--- src/hw/rtl/rlb_pkg.sv ---
// rlb_pkg: shared types and constants for the RLE sprite clipped blit.
// No dependencies; imported by every module of the block.

package rlb_pkg;

	localparam int MAX_DIM = 4096;

	localparam int CFG_W   = 13;
	localparam int COL_W   = 17;
	localparam int ROW_W   = 13;
	localparam int RUN_W   = 16;
	localparam int WORD_W  = 32;
	localparam int COORD_W = 12;
	localparam int IDX_W   = 3;

	localparam logic [COL_W-1:0] COL_MAX   = '1;
	localparam logic [CFG_W-1:0] MAX_DIM_C = CFG_W'(MAX_DIM);

	localparam logic [IDX_W-1:0] REG_DEST_WIDTH    = 3'd0;
	localparam logic [IDX_W-1:0] REG_DEST_HEIGHT   = 3'd1;
	localparam logic [IDX_W-1:0] REG_ORIGIN_X      = 3'd2;
	localparam logic [IDX_W-1:0] REG_ORIGIN_Y      = 3'd3;
	localparam logic [IDX_W-1:0] REG_SPRITE_WIDTH  = 3'd4;
	localparam logic [IDX_W-1:0] REG_SPRITE_HEIGHT = 3'd5;

	typedef struct packed {
		logic [CFG_W-1:0]        dest_width;
		logic [CFG_W-1:0]        dest_height;
		logic signed [CFG_W-1:0] origin_x;
		logic signed [CFG_W-1:0] origin_y;
		logic [CFG_W-1:0]        sprite_width;
		logic [CFG_W-1:0]        sprite_height;
	} cfg_t;

	typedef struct packed {
		logic               hit;
		logic [COORD_W-1:0] dest_x;
		logic [COORD_W-1:0] dest_y;
	} walk_res_t;

endpackage

--- src/hw/rtl/rlb_if.sv ---
// rlb_if: valid/ready channel interfaces for the code stream and pixel writes.
// Depends on rlb_pkg for field widths.

interface rlb_code_if;
	import rlb_pkg::*;
	logic              valid;
	logic              ready;
	logic [WORD_W-1:0] code_word;

	modport source (output valid, output code_word, input ready);
	modport sink (input valid, input code_word, output ready);
endinterface

interface rlb_pix_if;
	import rlb_pkg::*;
	logic               valid;
	logic               ready;
	logic [COORD_W-1:0] dest_x;
	logic [COORD_W-1:0] dest_y;
	logic [WORD_W-1:0]  pixel_value;

	modport source (output valid, output dest_x, output dest_y, output pixel_value,
		input ready);
	modport sink (input valid, input dest_x, input dest_y, input pixel_value,
		output ready);
endinterface

--- src/hw/rtl/rlb_cfg_regs.sv ---
// rlb_cfg_regs: configuration register file of the blit, plain write port.
// Depends on rlb_pkg.

module rlb_cfg_regs (
	input  logic                      clk,
	input  logic                      arst_n,
	input  logic                      cfg_write,
	input  logic [rlb_pkg::IDX_W-1:0] cfg_index,
	input  logic [rlb_pkg::CFG_W-1:0] cfg_data,
	output rlb_pkg::cfg_t             cfg
);
	import rlb_pkg::*;

	cfg_t cfg_q;

	always_ff @(posedge clk or negedge arst_n) begin
		if (!arst_n) begin
			cfg_q.dest_width    <= CFG_W'(320);
			cfg_q.dest_height   <= CFG_W'(240);
			cfg_q.origin_x      <= '0;
			cfg_q.origin_y      <= '0;
			cfg_q.sprite_width  <= CFG_W'(16);
			cfg_q.sprite_height <= CFG_W'(16);
		end else if (cfg_write) begin
			unique case (cfg_index)
				REG_DEST_WIDTH:    cfg_q.dest_width    <= cfg_data;
				REG_DEST_HEIGHT:   cfg_q.dest_height   <= cfg_data;
				REG_ORIGIN_X:      cfg_q.origin_x      <= cfg_data;
				REG_ORIGIN_Y:      cfg_q.origin_y      <= cfg_data;
				REG_SPRITE_WIDTH:  cfg_q.sprite_width  <= cfg_data;
				REG_SPRITE_HEIGHT: cfg_q.sprite_height <= cfg_data;
				default: ;
			endcase
		end
	end

	assign cfg = cfg_q;

endmodule

--- src/hw/rtl/rlb_walker.sv ---
// rlb_walker: sprite walk state (column, row, run) and the clip test for one word.
// Depends on rlb_pkg.

module rlb_walker (
	input  logic                       clk,
	input  logic                       arst_n,
	input  rlb_pkg::cfg_t              cfg,
	input  logic                       step,
	input  logic [rlb_pkg::WORD_W-1:0] word,
	output rlb_pkg::walk_res_t         res
);
	import rlb_pkg::*;

	logic [COL_W-1:0] column_q;
	logic [ROW_W-1:0] row_q;
	logic [RUN_W-1:0] run_left_q;
	logic             expect_hdr_q;

	logic [COL_W:0]   col_sum_hdr;
	logic [COL_W-1:0] col_hdr;
	logic [COL_W-1:0] col_pix;
	logic [COL_W-1:0] col_adv;
	logic [RUN_W-1:0] run_adv;
	logic             run_done;
	logic             row_end;
	logic [ROW_W:0]   row_inc;
	logic [COL_W-1:0] column_d;
	logic [ROW_W-1:0] row_d;

	logic signed [COL_W+1:0] dx;
	logic signed [ROW_W+1:0] dy;
	logic [CFG_W-1:0]        lim_w;
	logic [CFG_W-1:0]        lim_h;

	always_comb begin
		col_sum_hdr = {1'b0, column_q} + {{(COL_W+1-RUN_W){1'b0}}, word[31:16]};
		col_hdr     = col_sum_hdr[COL_W] ? COL_MAX : col_sum_hdr[COL_W-1:0];
		col_pix     = (column_q == COL_MAX) ? COL_MAX : column_q + COL_W'(1);

		if (expect_hdr_q) begin
			col_adv  = col_hdr;
			run_adv  = word[RUN_W-1:0];
			run_done = (word[RUN_W-1:0] == '0);
		end else begin
			col_adv  = col_pix;
			run_adv  = run_left_q - RUN_W'(1);
			run_done = (run_left_q == RUN_W'(1));
		end

		row_end  = run_done && (col_adv >= {{(COL_W-CFG_W){1'b0}}, cfg.sprite_width});
		row_inc  = {1'b0, row_q} + (ROW_W+1)'(1);
		column_d = row_end ? '0 : col_adv;
		if (!row_end)
			row_d = row_q;
		else if (row_inc >= {1'b0, cfg.sprite_height})
			row_d = '0;
		else
			row_d = row_inc[ROW_W-1:0];
	end

	always_ff @(posedge clk or negedge arst_n) begin
		if (!arst_n) begin
			column_q     <= '0;
			row_q        <= '0;
			run_left_q   <= '0;
			expect_hdr_q <= 1'b1;
		end else if (step) begin
			column_q     <= column_d;
			row_q        <= row_d;
			run_left_q   <= run_adv;
			expect_hdr_q <= run_done;
		end
	end

	// clip test against the destination, limited to MAX_DIM
	always_comb begin
		lim_w = (cfg.dest_width  > MAX_DIM_C) ? MAX_DIM_C : cfg.dest_width;
		lim_h = (cfg.dest_height > MAX_DIM_C) ? MAX_DIM_C : cfg.dest_height;
		dx = (COL_W+2)'(cfg.origin_x) + $signed({2'b00, column_q});
		dy = (ROW_W+2)'(cfg.origin_y) + $signed({2'b00, row_q});
		res.hit = !expect_hdr_q
			&& !dx[COL_W+1] && (dx[COL_W:0] < {{(COL_W+1-CFG_W){1'b0}}, lim_w})
			&& !dy[ROW_W+1] && (dy[ROW_W:0] < {{(ROW_W+1-CFG_W){1'b0}}, lim_h});
		res.dest_x = dx[COORD_W-1:0];
		res.dest_y = dy[COORD_W-1:0];
	end

	a_run_live: assert property (@(posedge clk) disable iff (!arst_n)
		!expect_hdr_q |-> run_left_q != '0)
		else $error("pixel expected with empty run");

	a_hdr_opens_run: assert property (@(posedge clk) disable iff (!arst_n)
		step && expect_hdr_q && word[RUN_W-1:0] != '0 |=> !expect_hdr_q)
		else $error("nonempty span header did not open a run");

	a_run_closes: assert property (@(posedge clk) disable iff (!arst_n)
		step && !expect_hdr_q && run_left_q == RUN_W'(1) |=> expect_hdr_q)
		else $error("last pixel of run did not return to header");

	a_row_wraps_col: assert property (@(posedge clk) disable iff (!arst_n)
		step && row_end |=> column_q == '0)
		else $error("row end left column nonzero");

endmodule

--- src/hw/rtl/rle_sprite_clipped_blit_core.sv ---
// rle_sprite_clipped_blit_core: top level, input stage, walker and output register.
// Depends on rlb_pkg, rlb_if, rlb_cfg_regs and rlb_walker.

// Takes the run-length coded sprite one 32-bit word per item on code and
// issues a (dest_x, dest_y, pixel_value) write on pix for each literal pixel
// that lands inside the destination; headers and clipped pixels give no item.
// One word is taken per cycle unless the input stalls. Each accepted word is
// held in the input register; when it advances, column/row/run update and the
// clip test loads the output register that drives pix. The only loop is the
// walk state update. A waiting pixel stalls the input only when the input
// register is also full. The user must write registers through cfg_write/cfg_index/
// cfg_data only while no item is in flight; the block does not enforce it.

module rle_sprite_clipped_blit_core (
	input  logic                      clk,
	input  logic                      arst_n,
	input  logic                      cfg_write,
	input  logic [rlb_pkg::IDX_W-1:0] cfg_index,
	input  logic [rlb_pkg::CFG_W-1:0] cfg_data,
	rlb_code_if.sink                  code,
	rlb_pix_if.source                 pix
);
	import rlb_pkg::*;

	cfg_t      cfg;
	walk_res_t res;

	logic              valid_s1;
	logic [WORD_W-1:0] word_s1;
	logic              advance;

	logic               pix_valid_q;
	logic [COORD_W-1:0] dest_x_q;
	logic [COORD_W-1:0] dest_y_q;
	logic [WORD_W-1:0]  pixel_q;

	rlb_cfg_regs u_cfg (
		.clk       (clk),
		.arst_n    (arst_n),
		.cfg_write (cfg_write),
		.cfg_index (cfg_index),
		.cfg_data  (cfg_data),
		.cfg       (cfg)
	);

	rlb_walker u_walk (
		.clk    (clk),
		.arst_n (arst_n),
		.cfg    (cfg),
		.step   (advance),
		.word   (word_s1),
		.res    (res)
	);

	assign advance    = valid_s1 && (!pix_valid_q || pix.ready);
	assign code.ready = !valid_s1 || advance;

	always_ff @(posedge clk or negedge arst_n) begin
		if (!arst_n)
			valid_s1 <= 1'b0;
		else if (code.ready)
			valid_s1 <= code.valid;
	end

	always_ff @(posedge clk) begin
		if (code.ready && code.valid)
			word_s1 <= code.code_word;
	end

	always_ff @(posedge clk or negedge arst_n) begin
		if (!arst_n)
			pix_valid_q <= 1'b0;
		else if (!pix_valid_q || pix.ready)
			pix_valid_q <= advance && res.hit;
	end

	always_ff @(posedge clk) begin
		if (advance && res.hit) begin
			dest_x_q <= res.dest_x;
			dest_y_q <= res.dest_y;
			pixel_q  <= word_s1;
		end
	end

	assign pix.valid       = pix_valid_q;
	assign pix.dest_x      = dest_x_q;
	assign pix.dest_y      = dest_y_q;
	assign pix.pixel_value = pixel_q;

	a_s1_hold: assert property (@(posedge clk) disable iff (!arst_n)
		valid_s1 && !advance |=> valid_s1 && $stable(word_s1))
		else $error("stalled input stage lost its item");

	a_no_overwrite: assert property (@(posedge clk) disable iff (!arst_n)
		pix_valid_q && !pix.ready |-> !advance)
		else $error("walker advanced into a full output register");

endmodule
--- src/flat_wrapper.sv ---
// flat-port wrapper written by rule: the top's interface ports become plain ports
module rle_sprite_clipped_blit_core_flat import rlb_pkg::*;
  (clk, arst_n, cfg_write, cfg_index, cfg_data, code_valid, code_code_word, code_ready, pix_valid, pix_dest_x, pix_dest_y, pix_pixel_value, pix_ready);
  rlb_code_if code_i ();
  rlb_pix_if pix_i ();
  input  logic clk;
  input  logic arst_n;
  input  logic cfg_write;
  input  logic [rlb_pkg::IDX_W-1:0] cfg_index;
  input  logic [rlb_pkg::CFG_W-1:0] cfg_data;
  input wire logic [$bits(code_i.valid)-1:0] code_valid;
  input wire logic [$bits(code_i.code_word)-1:0] code_code_word;
  output wire logic [$bits(code_i.ready)-1:0] code_ready;
  output wire logic [$bits(pix_i.valid)-1:0] pix_valid;
  output wire logic [$bits(pix_i.dest_x)-1:0] pix_dest_x;
  output wire logic [$bits(pix_i.dest_y)-1:0] pix_dest_y;
  output wire logic [$bits(pix_i.pixel_value)-1:0] pix_pixel_value;
  input wire logic [$bits(pix_i.ready)-1:0] pix_ready;
  assign code_i.valid = code_valid;
  assign code_i.code_word = code_code_word;
  assign code_ready = code_i.ready;
  assign pix_valid = pix_i.valid;
  assign pix_dest_x = pix_i.dest_x;
  assign pix_dest_y = pix_i.dest_y;
  assign pix_pixel_value = pix_i.pixel_value;
  assign pix_i.ready = pix_ready;
  rle_sprite_clipped_blit_core u_core (.clk(clk), .arst_n(arst_n), .cfg_write(cfg_write), .cfg_index(cfg_index), .cfg_data(cfg_data), .code(code_i), .pix(pix_i));
endmodule
--- config.mk ---
export PLATFORM = sky130hd
export DESIGN_NAME = rle_sprite_clipped_blit_core_flat
export DESIGN_NICKNAME = d
export VERILOG_FILES = /design/src/hw/rtl/rlb_pkg.sv /design/src/hw/rtl/rlb_if.sv /design/src/hw/rtl/rlb_cfg_regs.sv /design/src/hw/rtl/rlb_walker.sv /design/src/hw/rtl/rle_sprite_clipped_blit_core.sv /design/src/flat_wrapper.sv
export SDC_FILE = /design/constraint.sdc
export NUM_CORES = 1
export LEC_CHECK = 0
export BUFFER_PORTS_ARGS = -buffer_cell sky130_fd_sc_hd__buf_2
export CAP_MARGIN = 25
export CORE_MARGIN = 3
export CORE_UTILIZATION = 35
export DETAILED_ROUTE_END_ITERATION = 10
export PLACE_DENSITY = 0.59
export SLEW_MARGIN = 10
export SYNTH_ARGS = -nofsm -noshare
export SYNTH_HDL_FRONTEND = slang
export SYNTH_SLANG_ARGS = --single-unit
--- constraint.sdc ---
create_clock -name clk -period 13.7 [get_ports clk]
set_input_delay 2.74 -clock clk [delete_from_list [all_inputs] [get_ports clk]]
set_output_delay 2.74 -clock clk [all_outputs]
set_load 0.01 [all_outputs]
==> impl_metrics.ini <==
[run_status]
status = finished, final reports clean

[cts]
cts_tree = built
cts_hold_buf = 0
clk_pin_slew_ps = 60
cts_num_sinks = 215
numCtsBuffers = 26
insertion_delay_ps = 540
cts_root_buffer = clkbuf_16
post_cts_buffers = 0
post_cts_resized = 0
cts-htree-levels = 1
clockBufferDepth = 3

[pwr]
total_power_mw = 2.48
leakage_nw = 6.06
vdd_ir_drop_max_uv = 104
power.density_nw_per_um2 = 173

[global_route]
grt_antenna_before_repair = 0
track_usage_pct = 15.9
grt_overflow_total = 0
grt_start_max_net_pins = 80
grt_pass1_wl_mm = 49.0
grt_pass1_vias = 9285

[route]
antenna_left = 0
drt_wl_total_mm = 30.3
post-route-drc-count = 0
viasPerCell = 5.19
vias = 9075
first_pass_iters = 5
wl_per_cell_um = 17.3
drt-initial-drc-count = 484

[synthesis]
synth_area_leaders = dfrtp_1 24%, edfxtp_1 21%, ha_1 10%
synth_edf_count = 88
syn_area_sq_um = 12400
ys_types = 84
async_reset_ff_share_pct = 59.1
ys_seq_area_share_pct = 47.2
synth_seq_cells = 215
synth_ff_type = dfrtp_1
yosysTopAreaCellShare_pct = 23.9
syn_area_per_cell_sq_um = 10.7
syn-num-nets = 1313
netlist_instances = 1155
synth_commonest_cells = 118 x dfrtp_1, 118 x nand2_1, 102 x ha_1
yosysTopAreaCell = dfrtp_1
yosys_warnings = 0

[floorplan]
die_w_um = 194
die_h_um = 194
dieArea_sq_um = 37600
initial_core_util_pct = 35.7
io_pins = 111
core_area_sq_um = 34600
rows = 68

[timing]
rsz0062_at_grt = no
drv_slew = 0
fin_crit_sh_pct = 43.4
period_needed_ps = 5940
finalSetupTns_ps = 0
clock.fmax_ghz = 0.168
fin_skew_ps = 34.4
hold_viol = 0
tightestPinTransition_ps = 950
maxSlewHeadroom_pct = 36.5
setup_viol = 0

[worst_setup_path]
worstPathMaxFanout = 4
cp_data_arrival_time_ps = 3200
cp_slowest_cell = buf_2
cp_common_cell = buf_2
path_class = primary input to primary output
max_stage_delay_ps = 140
endpoint_kind = primary output
crit_chain = buf_2, nor2b_4, nand2_1, buf_2
worstSetupStartpointType = primary input
required_ps = 10960

[finish]
drive_above_1_share_pct = 21.6
final-seq-area_sq_um = 5830
fin_cells = 1749
multi_input_area_sq_um = 6190
nets = 1433
n_fill_cell = 3334
num_antenna_cells = 0
area_growth_pct = 16.1
fin_area_sq_um = 14300

[placed_design]
post_dp_cell_area_sq_um = 13500
dp.cells = 1699
finalWeightedCongestion = 0.898
dp_hpwl_mm = 22.7
numPortBuffers = 110

[flow_run]
drv_cap = 0

[min_path]
hold_path_class = register to register
-- cell type report --
type / instances / share of cell area [%]
clock buffers: 33 / 4.79
clock inverters: 14 / 1.11
inverters: 54 / 1.41
multi-input cells: 851 / 43.2
flip-flops and latches: 215 / 40.7
well taps: 455 / 3.97
repair buffers: 127 / 4.90
-- worst paths after layout --
check | slack (ps) | to | from | cells past startpoint
worst min-delay path | 480 | u_core.pix.pixel_value[30] | u_core.word_s1[30] | 0
worst min register to register | 480 | u_core.pix.pixel_value[30] | u_core.word_s1[30] | 0
max in group asynchronous | 10200 | u_core.u_cfg.cfg[71] | arst_n | 3
worst max register to register | 8320 | u_core.pix.dest_y[0] | u_core.u_walk.column_q[0] | 16
min in group asynchronous | 2260 | u_core.valid_s1 | arst_n | 1
worst max-delay path | 7760 | code_ready | pix_ready | 4
-- layer usage --
layer	global-route usage, %	part of all wire [%]
met5	0	0
met3	2.09	3.7
met1	20.4	44
met4	3.67	2.2
met2	28.5	50
-- layout by cell type (no fill, tap or decap), types with 22 or more instances in the layout --
cell type | Yosys | layout
a21oi_1 | 68 | 68
buf_2 | 3 | 109
nor2_1 | 58 | 58
nand2_1 | 118 | 118
ha_1 | 102 | 102
mux2_2 | 63 | 63
inv_1 | 54 | 54
nand3_1 | 22 | 22
edfxtp_1 | 88 | 88
dfrtp_1 | 118 | 118
o21ai_0 | 82 | 82
xnor2_1 | 29 | 29
clkbuf_16 | 0 | 26
-- kinds of logic after synthesis --
logic type | after synthesis | share of synthesized area (%)
muxes | 69 | 6.27
DFF | 215 | 47.2
xor gates and xnor gates | 48 | 3.40
buffers and inverters | 89 | 2.99
and+or+nand+nor | 334 | 13.6
adders and majority gates | 105 | 10.8
AOI/OAI and AO/OA | 295 | 15.7
-- worst max-delay path: cells and delay by family --
family / cells / cell delay (ps)
AND/OR/NAND/NOR: 2 / 210
buffers and inverters: 2 / 250
-- registers in the layout (all words and copies together) (netlist names) --
register	flops
u_core.u_walk.column_q	17
u_core.u_walk.expect_hdr_q	1
u_core.valid_s1	1
u_core.u_walk.row_q	13
u_core.pix.dest_y	12
u_core.pix.pixel_value	32
u_core.pix.valid	1
u_core.u_cfg.cfg	78
u_core.u_walk.run_left_q	16
u_core.pix.dest_x	12
u_core.word_s1	32
-- stage by stage --
step	setup slack [ps]	utilization, %	hold slack (ps)
6_report	7760	41.4	477
3_5_place_dp	7750	38.8	468
5_1_grt	7700	41.4	495
3_3_place_gp	7750	38.8	455
4_1_cts	7750	41.3	483
2_1_floorplan	5490	-	433
-- where the power goes --
part,switching (mW),internal [mW]
registers,0.0951,0.782
clock network,0.263,0.410
logic,0.529,0.404
total,0.887,1.60
Note: power is estimated with default switching activity, not from simulation.
